## config.mk

```make
export PLATFORM = sky130hd
export DESIGN_NAME = mandelbrot_escape_time_pixel
export DESIGN_NICKNAME = d
export VERILOG_FILES = /design/src/rtl/mandel_pkg.sv /design/src/rtl/mandelbrot_escape_time_pixel.sv
export SDC_FILE = /design/constraint.sdc
export NUM_CORES = 2
export LEC_CHECK = 0
export BUFFER_PORTS_ARGS = -buffer_cell sky130_fd_sc_hd__clkbuf_2
export CELL_PAD_IN_SITES_DETAIL_PLACEMENT = 1
export CELL_PAD_IN_SITES_GLOBAL_PLACEMENT = 1
export CORE_ASPECT_RATIO = 1.4
export CORE_MARGIN = 2
export CORE_UTILIZATION = 30
export CTS_BUF_LIST = sky130_fd_sc_hd__clkbuf_4 sky130_fd_sc_hd__clkbuf_8
export DETAILED_ROUTE_END_ITERATION = 6
export PLACE_DENSITY_LB_ADDON = 0.15
export RECOVER_POWER = 100
export REMOVE_ABC_BUFFERS = 1
export SLEW_MARGIN = 10
export SYNTH_ARGS = -nofsm -noshare
export SYNTH_HDL_FRONTEND = slang
export SYNTH_SLANG_ARGS = --single-unit
export TNS_END_PERCENT = 20
```

## constraint.sdc

```tcl
create_clock -name clk -period 19.4 [get_ports clk]
set_input_delay 3.88 -clock clk [delete_from_list [all_inputs] [get_ports clk]]
set_output_delay 3.88 -clock clk [all_outputs]
set_load 0.01 [all_outputs]
```

## src/rtl/mandel_pkg.sv

```systemverilog
`default_nettype none

package mandel_pkg;

  // Field widths of the stream payloads
  localparam int unsigned INDEX_W = 12;
  localparam int unsigned COUNT_W = 16;
  localparam int unsigned GRAY_W  = 8;
  localparam int unsigned COORD_W = 32;

  // Largest image side; indices at or above it are clamped
  localparam int unsigned MAX_DIM = 4096;

  // Configuration register indexes
  typedef enum logic [2:0] {
    CFG_X_ORIGIN = 3'd0,
    CFG_Y_ORIGIN = 3'd1,
    CFG_X_STEP   = 3'd2,
    CFG_Y_STEP   = 3'd3,
    CFG_MAX_ITER = 3'd4
  } cfg_index_t;

  // Register reset values
  localparam logic [COORD_W-1:0] X_ORIGIN_RST = 32'hC000_0000;
  localparam logic [COORD_W-1:0] Y_ORIGIN_RST = 32'hC000_0000;
  localparam logic [COORD_W-1:0] X_STEP_RST   = 32'd4294967;
  localparam logic [COORD_W-1:0] Y_STEP_RST   = 32'd4294967;
  localparam logic [COUNT_W-1:0] MAX_ITER_RST = 16'd1000;

endpackage

`default_nettype wire

```

## src/rtl/mandelbrot_escape_time_pixel.sv

```systemverilog
`default_nettype none

// Channel   Dir  Handshake          Payload
// s_*       in   tvalid/tready      tdata[11:0] pixel_column, [23:12] pixel_row
// m_*       out  tvalid/tready      tdata[15:0] iteration_count, [23:16] gray_level
// cfg_*     in   cfg_we (no stall)  cfg_index selects register, cfg_data value
//
// Per pixel: map the point on the one registered multiplier (S_CX, S_CY, S_CW), run each
// iteration as S_TEST, S_XX, S_YY, S_XY, make a final test, set up the divider, take 8
// restoring divide steps, load the output and go idle; escape by |z|^2 leaves from S_YY.
// s_tready is high only in idle; a result waits in the output register, so the next
// pixel is taken while m_tready is low, and its result stalls until the slot frees.
// rst is synchronous; it resets the configuration registers, state and m_tvalid.
module mandelbrot_escape_time_pixel
  import mandel_pkg::*;
#(
  parameter int unsigned FRAC_BITS = 28
) (
  input  wire logic                clk,
  input  wire logic                rst,
  // pixel_column [11:0], pixel_row [23:12]
  input  wire logic [23:0]         s_tdata,
  input  wire logic                s_tvalid,
  output logic                     s_tready,
  // iteration_count [15:0], gray_level [23:16]
  output logic [23:0]              m_tdata,
  output logic                     m_tvalid,
  input  wire logic                m_tready,
  input  wire logic                cfg_we,
  input  wire logic [2:0]          cfg_index,
  input  wire logic [COORD_W-1:0]  cfg_data
);

  // Working width holds +-(4 << FRAC_BITS) + 2^31 and twice a product
  localparam int unsigned WW = ((FRAC_BITS + 3 > COORD_W) ? FRAC_BITS + 3 : COORD_W) + 2;
  // Multiplier operand width: magnitudes up to 2 << FRAC_BITS, or a step
  localparam int unsigned MW = (FRAC_BITS + 2 > COORD_W) ? FRAC_BITS + 2 : COORD_W;
  localparam int unsigned PW = 2 * MW;
  localparam int unsigned SW = COORD_W + INDEX_W + 1;   // origin + index*step
  localparam logic [WW-1:0] TWO  = WW'(64'd2 << FRAC_BITS);
  localparam logic [WW-1:0] FOUR = WW'(64'd4 << FRAC_BITS);
  localparam logic [INDEX_W-1:0] IDX_MAX =
    (MAX_DIM > 4096) ? {INDEX_W{1'b1}} : INDEX_W'(MAX_DIM - 1);
  localparam logic [SW-1:0] SAT_HI = SW'({1'b0, {(COORD_W-1){1'b1}}});
  localparam logic [SW-1:0] SAT_LO = {{(SW-COORD_W+1){1'b1}}, {(COORD_W-1){1'b0}}};

  typedef enum logic [3:0] {
    S_IDLE, S_CX, S_CY, S_CW, S_TEST, S_XX, S_YY, S_XY, S_DINIT, S_DIV, S_OUT
  } state_t;

  // Configuration registers
  logic [COORD_W-1:0] x_origin, y_origin, x_step, y_step;
  logic [COUNT_W-1:0] iter_limit;

  // Working registers
  state_t             state;
  logic [INDEX_W-1:0] col, row;
  logic [COUNT_W-1:0] mx, count;
  logic [WW-1:0]      cx, cy, x, y, xx, yy;
  logic [PW-1:0]      prod;
  logic [23:0]        rem;
  logic [GRAY_W-1:0]  quo;
  logic [2:0]         k;

  // Combinational helpers
  logic [MW-1:0]      a_op, b_op;
  logic [WW-1:0]      ax, ay, yy_c, xy_c, sxy, x_next, y_next;
  logic [COORD_W-1:0] xs_mag, ys_mag;
  logic [SW-1:0]      cprod, csum;
  logic [WW-1:0]      coord;
  logic [INDEX_W-1:0] col_in, row_in;
  logic [23:0]        dsub;
  logic               escape_pre, escape_sq;

  // Write configuration registers
  always_ff @(posedge clk) begin
    if (rst) begin
      x_origin   <= X_ORIGIN_RST;
      y_origin   <= Y_ORIGIN_RST;
      x_step     <= X_STEP_RST;
      y_step     <= Y_STEP_RST;
      iter_limit <= MAX_ITER_RST;
    end else if (cfg_we) begin
      unique case (cfg_index)
        CFG_X_ORIGIN: x_origin   <= cfg_data;
        CFG_Y_ORIGIN: y_origin   <= cfg_data;
        CFG_X_STEP:   x_step     <= cfg_data;
        CFG_Y_STEP:   y_step     <= cfg_data;
        CFG_MAX_ITER: iter_limit <= cfg_data[COUNT_W-1:0];
        default: ;
      endcase
    end
  end

  // Clamp indices to the image size
  assign col_in = (s_tdata[11:0] > IDX_MAX)  ? IDX_MAX : s_tdata[11:0];
  assign row_in = (s_tdata[23:12] > IDX_MAX) ? IDX_MAX : s_tdata[23:12];

  // Magnitudes of the steps and of the working point
  assign xs_mag = x_step[COORD_W-1] ? (~x_step + 1'b1) : x_step;
  assign ys_mag = y_step[COORD_W-1] ? (~y_step + 1'b1) : y_step;
  assign ax     = x[WW-1] ? (~x + 1'b1) : x;
  assign ay     = y[WW-1] ? (~y + 1'b1) : y;

  // Select the operands of the shared multiplier
  always_comb begin
    unique case (state)
      S_CX:    begin a_op = MW'(xs_mag); b_op = MW'(col);    end
      S_CY:    begin a_op = MW'(ys_mag); b_op = MW'(row);    end
      S_XX:    begin a_op = ay[MW-1:0];  b_op = ay[MW-1:0];  end
      S_YY:    begin a_op = ax[MW-1:0];  b_op = ay[MW-1:0];  end
      default: begin a_op = ax[MW-1:0];  b_op = ax[MW-1:0];  end
    endcase
  end

  // Map the product of index and step to a saturated coordinate
  always_comb begin
    logic neg;
    neg   = (state == S_CY) ? x_step[COORD_W-1] : y_step[COORD_W-1];
    cprod = neg ? (~SW'(prod[SW-2:0]) + 1'b1) : SW'(prod[SW-2:0]);
    csum  = cprod + ((state == S_CY) ? SW'($signed(x_origin)) : SW'($signed(y_origin)));
    if ($signed(csum) > $signed(SAT_HI)) begin
      coord = WW'($signed(SAT_HI[COORD_W-1:0]));
    end else if ($signed(csum) < $signed(SAT_LO)) begin
      coord = WW'($signed(SAT_LO[COORD_W-1:0]));
    end else begin
      coord = WW'($signed(csum[COORD_W-1:0]));
    end
  end

  // Iteration arithmetic
  assign escape_pre = (count >= mx) || (ax > TWO) || (ay > TWO);
  assign yy_c       = WW'(prod >> FRAC_BITS);
  assign escape_sq  = (xx + yy_c) > FOUR;
  assign xy_c       = WW'(prod >> FRAC_BITS);
  assign sxy        = (x[WW-1] != y[WW-1]) ? (~xy_c + 1'b1) : xy_c;
  assign x_next     = xx - yy + cx;
  assign y_next     = (sxy << 1) + cy;

  // Divider trial subtrahend
  assign dsub = 24'({8'd0, mx}) << k;

  assign s_tready = (state == S_IDLE) && !rst;

  // Sequence the pixel through mapping, iteration and gray division
  always_ff @(posedge clk) begin
    prod <= PW'(a_op * b_op);
    if (rst) begin
      state    <= S_IDLE;
      m_tvalid <= 1'b0;
    end else begin
      if (m_tvalid && m_tready && state != S_OUT) begin
        m_tvalid <= 1'b0;
      end
      unique case (state)
        S_IDLE: begin
          if (s_tvalid) begin
            col   <= col_in;
            row   <= row_in;
            mx    <= iter_limit;
            state <= S_CX;
          end
        end
        S_CX: state <= S_CY;
        S_CY: begin
          cx    <= coord;
          state <= S_CW;
        end
        S_CW: begin
          cy    <= coord;
          x     <= cx;
          y     <= coord;
          count <= '0;
          state <= S_TEST;
        end
        S_TEST: state <= escape_pre ? S_DINIT : S_XX;
        S_XX: begin
          xx    <= WW'(prod >> FRAC_BITS);
          state <= S_YY;
        end
        S_YY: begin
          yy    <= yy_c;
          state <= escape_sq ? S_DINIT : S_XY;
        end
        S_XY: begin
          x     <= x_next;
          y     <= y_next;
          count <= count + 1'b1;
          state <= S_TEST;
        end
        S_DINIT: begin
          rem   <= {count, 8'd0} - {8'd0, count};
          quo   <= '0;
          k     <= 3'd7;
          state <= S_DIV;
        end
        S_DIV: begin
          if (rem >= dsub) begin
            rem    <= rem - dsub;
            quo[k] <= 1'b1;
          end
          if (k == 3'd0) begin
            state <= S_OUT;
          end
          k <= k - 1'b1;
        end
        S_OUT: begin
          // Load the output register once the previous result is gone
          if (!m_tvalid || m_tready) begin
            m_tdata  <= {(mx == '0) ? GRAY_W'(0) : quo, count};
            m_tvalid <= 1'b1;
            state    <= S_IDLE;
          end
        end
        default: state <= S_IDLE;
      endcase
    end
  end

  // A taken pixel always starts with the column product
  a_accept_start: assert property (@(posedge clk) disable iff (rst)
    (s_tvalid && s_tready) |=> (state == S_CX))
    else $error("accepted pixel did not start mapping");

  // Squaring only runs on a point inside the early escape box
  a_operand_range: assert property (@(posedge clk) disable iff (rst)
    (state == S_XX) |-> ((ax <= TWO) && (ay <= TWO)))
    else $error("multiplier operand exceeds two");

  // The count never passes the latched limit
  a_count_limit: assert property (@(posedge clk) disable iff (rst)
    (state == S_TEST || state == S_OUT) |-> (count <= mx))
    else $error("iteration count beyond limit");

  // The divider finishes with a remainder below the divisor
  a_div_rem: assert property (@(posedge clk) disable iff (rst)
    (state == S_OUT && mx != '0) |-> (rem < 24'(mx)))
    else $error("gray division remainder too large");

endmodule

`default_nettype wire
```

After elaboration in Yosys (flattened, before gate mapping)
Index checks and enable logic that the tools add are counted.
{"block": "op_classes", "n_addsub": 15, "multipliers": 1, "magnitude_cmp": 11, "n_eq_ne": 20, "shift": 1, "mux": 31, "n_bitwise": 8, "n_reduce_logical": 32}
{"cell": "one-hot mux 32 bit (3 select lines)", "n": 2}
{"cell": "two-way mux 34 bit", "n": 4}
{"cell": "one-hot mux 34 bit (2 select lines)", "n": 2}
{"cell": "adder 34 bit", "n": 3}
{"cell": "two-way mux 45 bit", "n": 2}
{"cell": "adder 34 x 1 -> 34 bit (second input constant)", "n": 2}
{"cell": "greater-than comparator 34 x 30 -> 1 bit (second input constant)", "n": 2}
{"cell": "NOT 34 bit", "n": 2}
{"cell": "adder 32 x 1 -> 32 bit (second input constant)", "n": 2}
{"cell": "two-way mux 32 bit", "n": 2}
{"cell": "NOT 32 bit", "n": 2}
{"cell": "multiplier 32 x 32 -> 62 bit", "n": 1}
{"cell": "one-hot mux 24 bit (2 select lines)", "n": 1}
{"cell": "adder 45 x 1 -> 45 bit (second input constant)", "n": 1}
{"cell": "adder 45 bit", "n": 1}
{"cell": "greater-than comparator 45 x 32 -> 1 bit (second input constant)", "n": 1}
{"cell": "< comparator 45 x 32 -> 1 bit (second input constant)", "n": 1}
{"cell": "NOT 44 -> 45 bit", "n": 1}
{"cell": "one-hot mux 4 bit (10 select lines)", "n": 1}
{"cell": "greater-than comparator 34 x 31 -> 1 bit (second input constant)", "n": 1}
{"cell": "subtractor 34 bit", "n": 1}
{"cell": "adder 33 x 1 -> 33 bit (second input constant)", "n": 1}
{"cell": "two-way mux 33 bit", "n": 1}
{"cell": "NOT 33 bit", "n": 1}
{"cell": "40 further kinds", "n": 81}
{"block": "totals", "reg_bits": 530, "input_bits": 64, "out_inout_bits": 26, "elab_cells": 142}

Logic depth before layout (Yosys ltp)
{"block": "depth", "depth_word": 8, "mapped_depth": 42, "mapped_depth_nobuf": 41}

Worst setup path before layout
No wires, ideal clock.
{"block": "synth_path", "kind": "input to register", "from": "input port rst", "to": "register count[0] (enable)", "setup_time_ns": 0.629, "arrival_time_ns": 10.046, "required_time_ns": 18.771, "path_slack_ns": 8.725, "path_stages": 3, "n_path_buf": 2, "path_cell_list": "clkbuf_1 buf_1 nor3_1"}
{"block": "synth_via", "elab_chain_cells": 2}
{"item": "start, declared", "line": "mandelbrot_escape_time_pixel.sv:20", "rtl": "input wire logic rst,"}
{"item": "NOT 1 bit (no line)"}
{"item": "AND reduction 2 bit (no line)"}
{"item": "end signal, assigned", "line": "mandelbrot_escape_time_pixel.sv:188", "rtl": "count <= count + 1'b1;"}
{"item": "end, declared", "line": "mandelbrot_escape_time_pixel.sv:58", "rtl": "logic [COUNT_W-1:0] mx, count;"}
No other way between the ends.
A chain may end at the register's enable or synchronous reset.

Worst setup path after layout
{"block": "layout_path", "from": "register state[0]", "to": "register prod[61]"}
{"block": "layout_via", "elab_chain_cells": 4, "elab_cells_between_ends": 8, "cone_classes": "mul: 1; eq/ne: 4; mux: 2; reduce/logical: 1"}
{"item": "start, declared", "line": "mandelbrot_escape_time_pixel.sv:56", "rtl": "state_t state;"}
{"item": "start signal, assigned", "line": "mandelbrot_escape_time_pixel.sv:176", "rtl": "S_TEST: state <= escape_pre ? S_DINIT : S_XX;"}
{"item": "start signal, assigned", "line": "mandelbrot_escape_time_pixel.sv:183", "rtl": "state <= escape_sq ? S_DINIT : S_XY;"}
{"item": "== test 4 x 3 -> 1 bit", "line": "mandelbrot_escape_time_pixel.sv:107", "rtl": "unique case (state)"}
{"item": "OR reduction 2 bit (no line)"}
{"item": "one-hot mux 32 bit (3 select lines)", "line": "mandelbrot_escape_time_pixel.sv:107"}
{"item": "multiplier 32 x 32 -> 62 bit (*)", "line": "mandelbrot_escape_time_pixel.sv:147", "rtl": "prod <= PW'(a_op * b_op);"}
{"item": "end signal, assigned", "line": "mandelbrot_escape_time_pixel.sv:147"}
{"item": "end, declared", "line": "mandelbrot_escape_time_pixel.sv:60", "rtl": "logic [PW-1:0] prod;"}
Mark *: on every way between the ends. The rest lies on a longest branch, timed or not.

==> qor.yml <==
status: "finished with violations"
violations: "capacitance limit, slew limit"
numCtsBuffers: 102
fillers: 26000
post-route-period-util_pct: 71.7
dp_hpwl_mm: 238
finalSetupTns_ns: 0
synthArstFlopShare_pct: 0
finalNonFillerCells: 10600
yosys_most_used_dff: "edfxtp_1"
synth_seq_area_share_pct: 20.6
finalCoreUtilization_pct: 33.2
worstPathArrival_ns: 14.66
drive_gt1_share_pct: 6.76
die_w_um: 402
crit_required_ns: 20.16
worst_setup_path_start_kind: "flop"
synth_edf_count: 315
synth_area_leaders: "fa_1 28%, edfxtp_1 14%, ha_1 8.4%"
avgSynthCellArea_um2: 8.75
drc: 0
setup_violations: 0
root_buffer: "clkbuf_8"
path_clk_slew_ns: 0.06
drt_first_pass_iters: 7
start_util_pct: 30.2
clk_latency_ns: 0.90
wl_mm: 298
syn_inst: 7606
ctsResizeCount: 0
syn_to_final_growth_pct: 10.2
syn_area_um2: 66600
die-area_um2: 226000
crit_type: "reg2reg"
globalRoute.totalOverflow: 0
cap_viol_max_count: 16
fin_nets: 9056
dp.cells: 10400
gp_congestion: 0.911
maxSlewViolCount: 695
core_um2: 221000
antenna_found_initial: 17
maxSlewHeadroom_pct: -176
grt_pass1_vias: 60500
grt_pass1_wl_mm: 429
cts_sinks: 526
first_iter_violations: 3497
critPathTopFamily: "adder cells"
synth.most_common_cell: "inv_1"
cp_slowest_stage_delay_ns: 2.74
grtUsageTotal_pct: 26.3
netlist_top_cells_count: "1142 x inv_1, 1118 x nand2_1, 932 x fa_1"
fmaxAchievable_ghz: 0.0719
skew_ns: 0.0984
cts_tree: "yes"
fp-row-count: 204
finalHoldViolCount: 0
slowest_stage: "clkbuf_1"
hold_class: "reg2reg"
ys_warn_count: 0
crit_top_cell: "fa_1"
grt_start_max_net_pins: 80
holdBufCountCts: 0
worst_slew_pin_slew_ns: 4.15
portBuffers: 89
worstPathMaxFanout: 63
post_cts_buffers: 0
synth_top_area_cell: "fa_1"
htree_levels: 3
synth_top_area_share_pct: 28.0
avgRoutedWirePerCell_um: 28.2
rsz0062_at_grt: "false"
ios: 90
viasPerCell: 5.28
dr_total_vias: 55900
die_height_um: 561
period_needed_ns: 13.90
ys_seq_elements: 526
yosysUniqueCellTypes: 88
crit_path_end_kind: "flop"
clockBufferDepth: 3
ant_nets: 0
cp_num_buf_inv: 7
## cells by family after synthesis
logic type,count (synthesis),share of synthesized area [%]
AOI/OAI and AO/OA,1227,11.9
xor gates and xnor gates,407,5.39
adders and majority gates,1380,36.5
buffers and inverters,1510,8.52
DFF,526,20.6
muxes,42,0.829
and+or+nand+nor,2514,16.4
## metal layers
metal | track usage (%) | share of wire [%] | up-vias
met5 | 0 | 0.0074 | -
met4 | 12.5 | 5.5 | 4
met3 | 2.92 | 4.1 | 451
met2 | 48.3 | 52 | 1362
met1 | 30.4 | 39 | 29400
li1 | - | - | 24700
## area by class of cell
cell class	count	area, um2	area share [%]
diodes	10	25.0	0.0341
clock buffers	154	1830	2.50
clock inverters	33	512	0.698
inverters	1146	4300	5.87
multi-input cells	5570	47700	65.1
flip-flops and latches	526	13700	18.7
well taps	2884	3610	4.92
repair buffers	266	1610	2.20
## sequential cells by signal, indices dropped and copies added (netlist names), 4 cells and up
register	cells
col	12
count	16
cx	32
cy	32
iter_limit	16
m_tdata	24
mx	16
prod	62
quo	8
rem	24
row	12
state	4
x	34
x_origin	32
x_step	32
xx	34
y	34
y_origin	32
y_step	32
yy	34
## stage by stage
step | hold slack [ns] | area, um2 | setup WS [ns]
2_1_floorplan | 0.408 | 65200 | 7.38
3_3_place_gp | 0.418 | 71200 | 7.35
3_5_place_dp | 0.418 | 71200 | 7.19
4_1_cts | 0.436 | 73500 | 7.15
5_1_grt | 0.448 | 73300 | 4.60
6_report | 0.430 | 73300 | 5.50
## worst register-to-register path: cells and delay by family (launching register included)
kind | cells | cell delay (ns)
simple gates | 6 | 1.58
compound gates | 12 | 3.17
flops | 1 | 0.65
xor+xnor | 1 | 0.06
buf+inv | 7 | 4.14
fa+ha+maj | 9 | 4.20
## cell usage in the layout (no fill, tap or decap), types with 46 or more instances in the layout
cell type / count
or3_1: 54
xor2_1: 217
clkbuf_8: 108
nand2_1: 1116
o31ai_1: 62
nor2_1: 808
dfxtp_1: 211
nand2b_1: 64
clkbuf_4: 46
fa_1: 932
o21ai_0: 258
xnor2_1: 188
a21oi_1: 358
clkbuf_1: 61
nor3_1: 79
nand3_1: 73
a21o_1: 112
ha_1: 448
buf_4: 143
clkbuf_2: 62
inv_1: 1143
edfxtp_1: 315
## path summary, 6_finish.rpt
kind,end,slack (ns),from,cells past startpoint
min reg2reg,mx[4],0.43,iter_limit[4],0
min,mx[4],0.43,iter_limit[4],0
max,prod[61],5.50,state[0],35
max reg2reg,prod[61],5.50,state[0],35
Power is left out: the tool's default activity adds up to more than one toggle a clock period on the data nets, which glitch-free logic cannot reach.
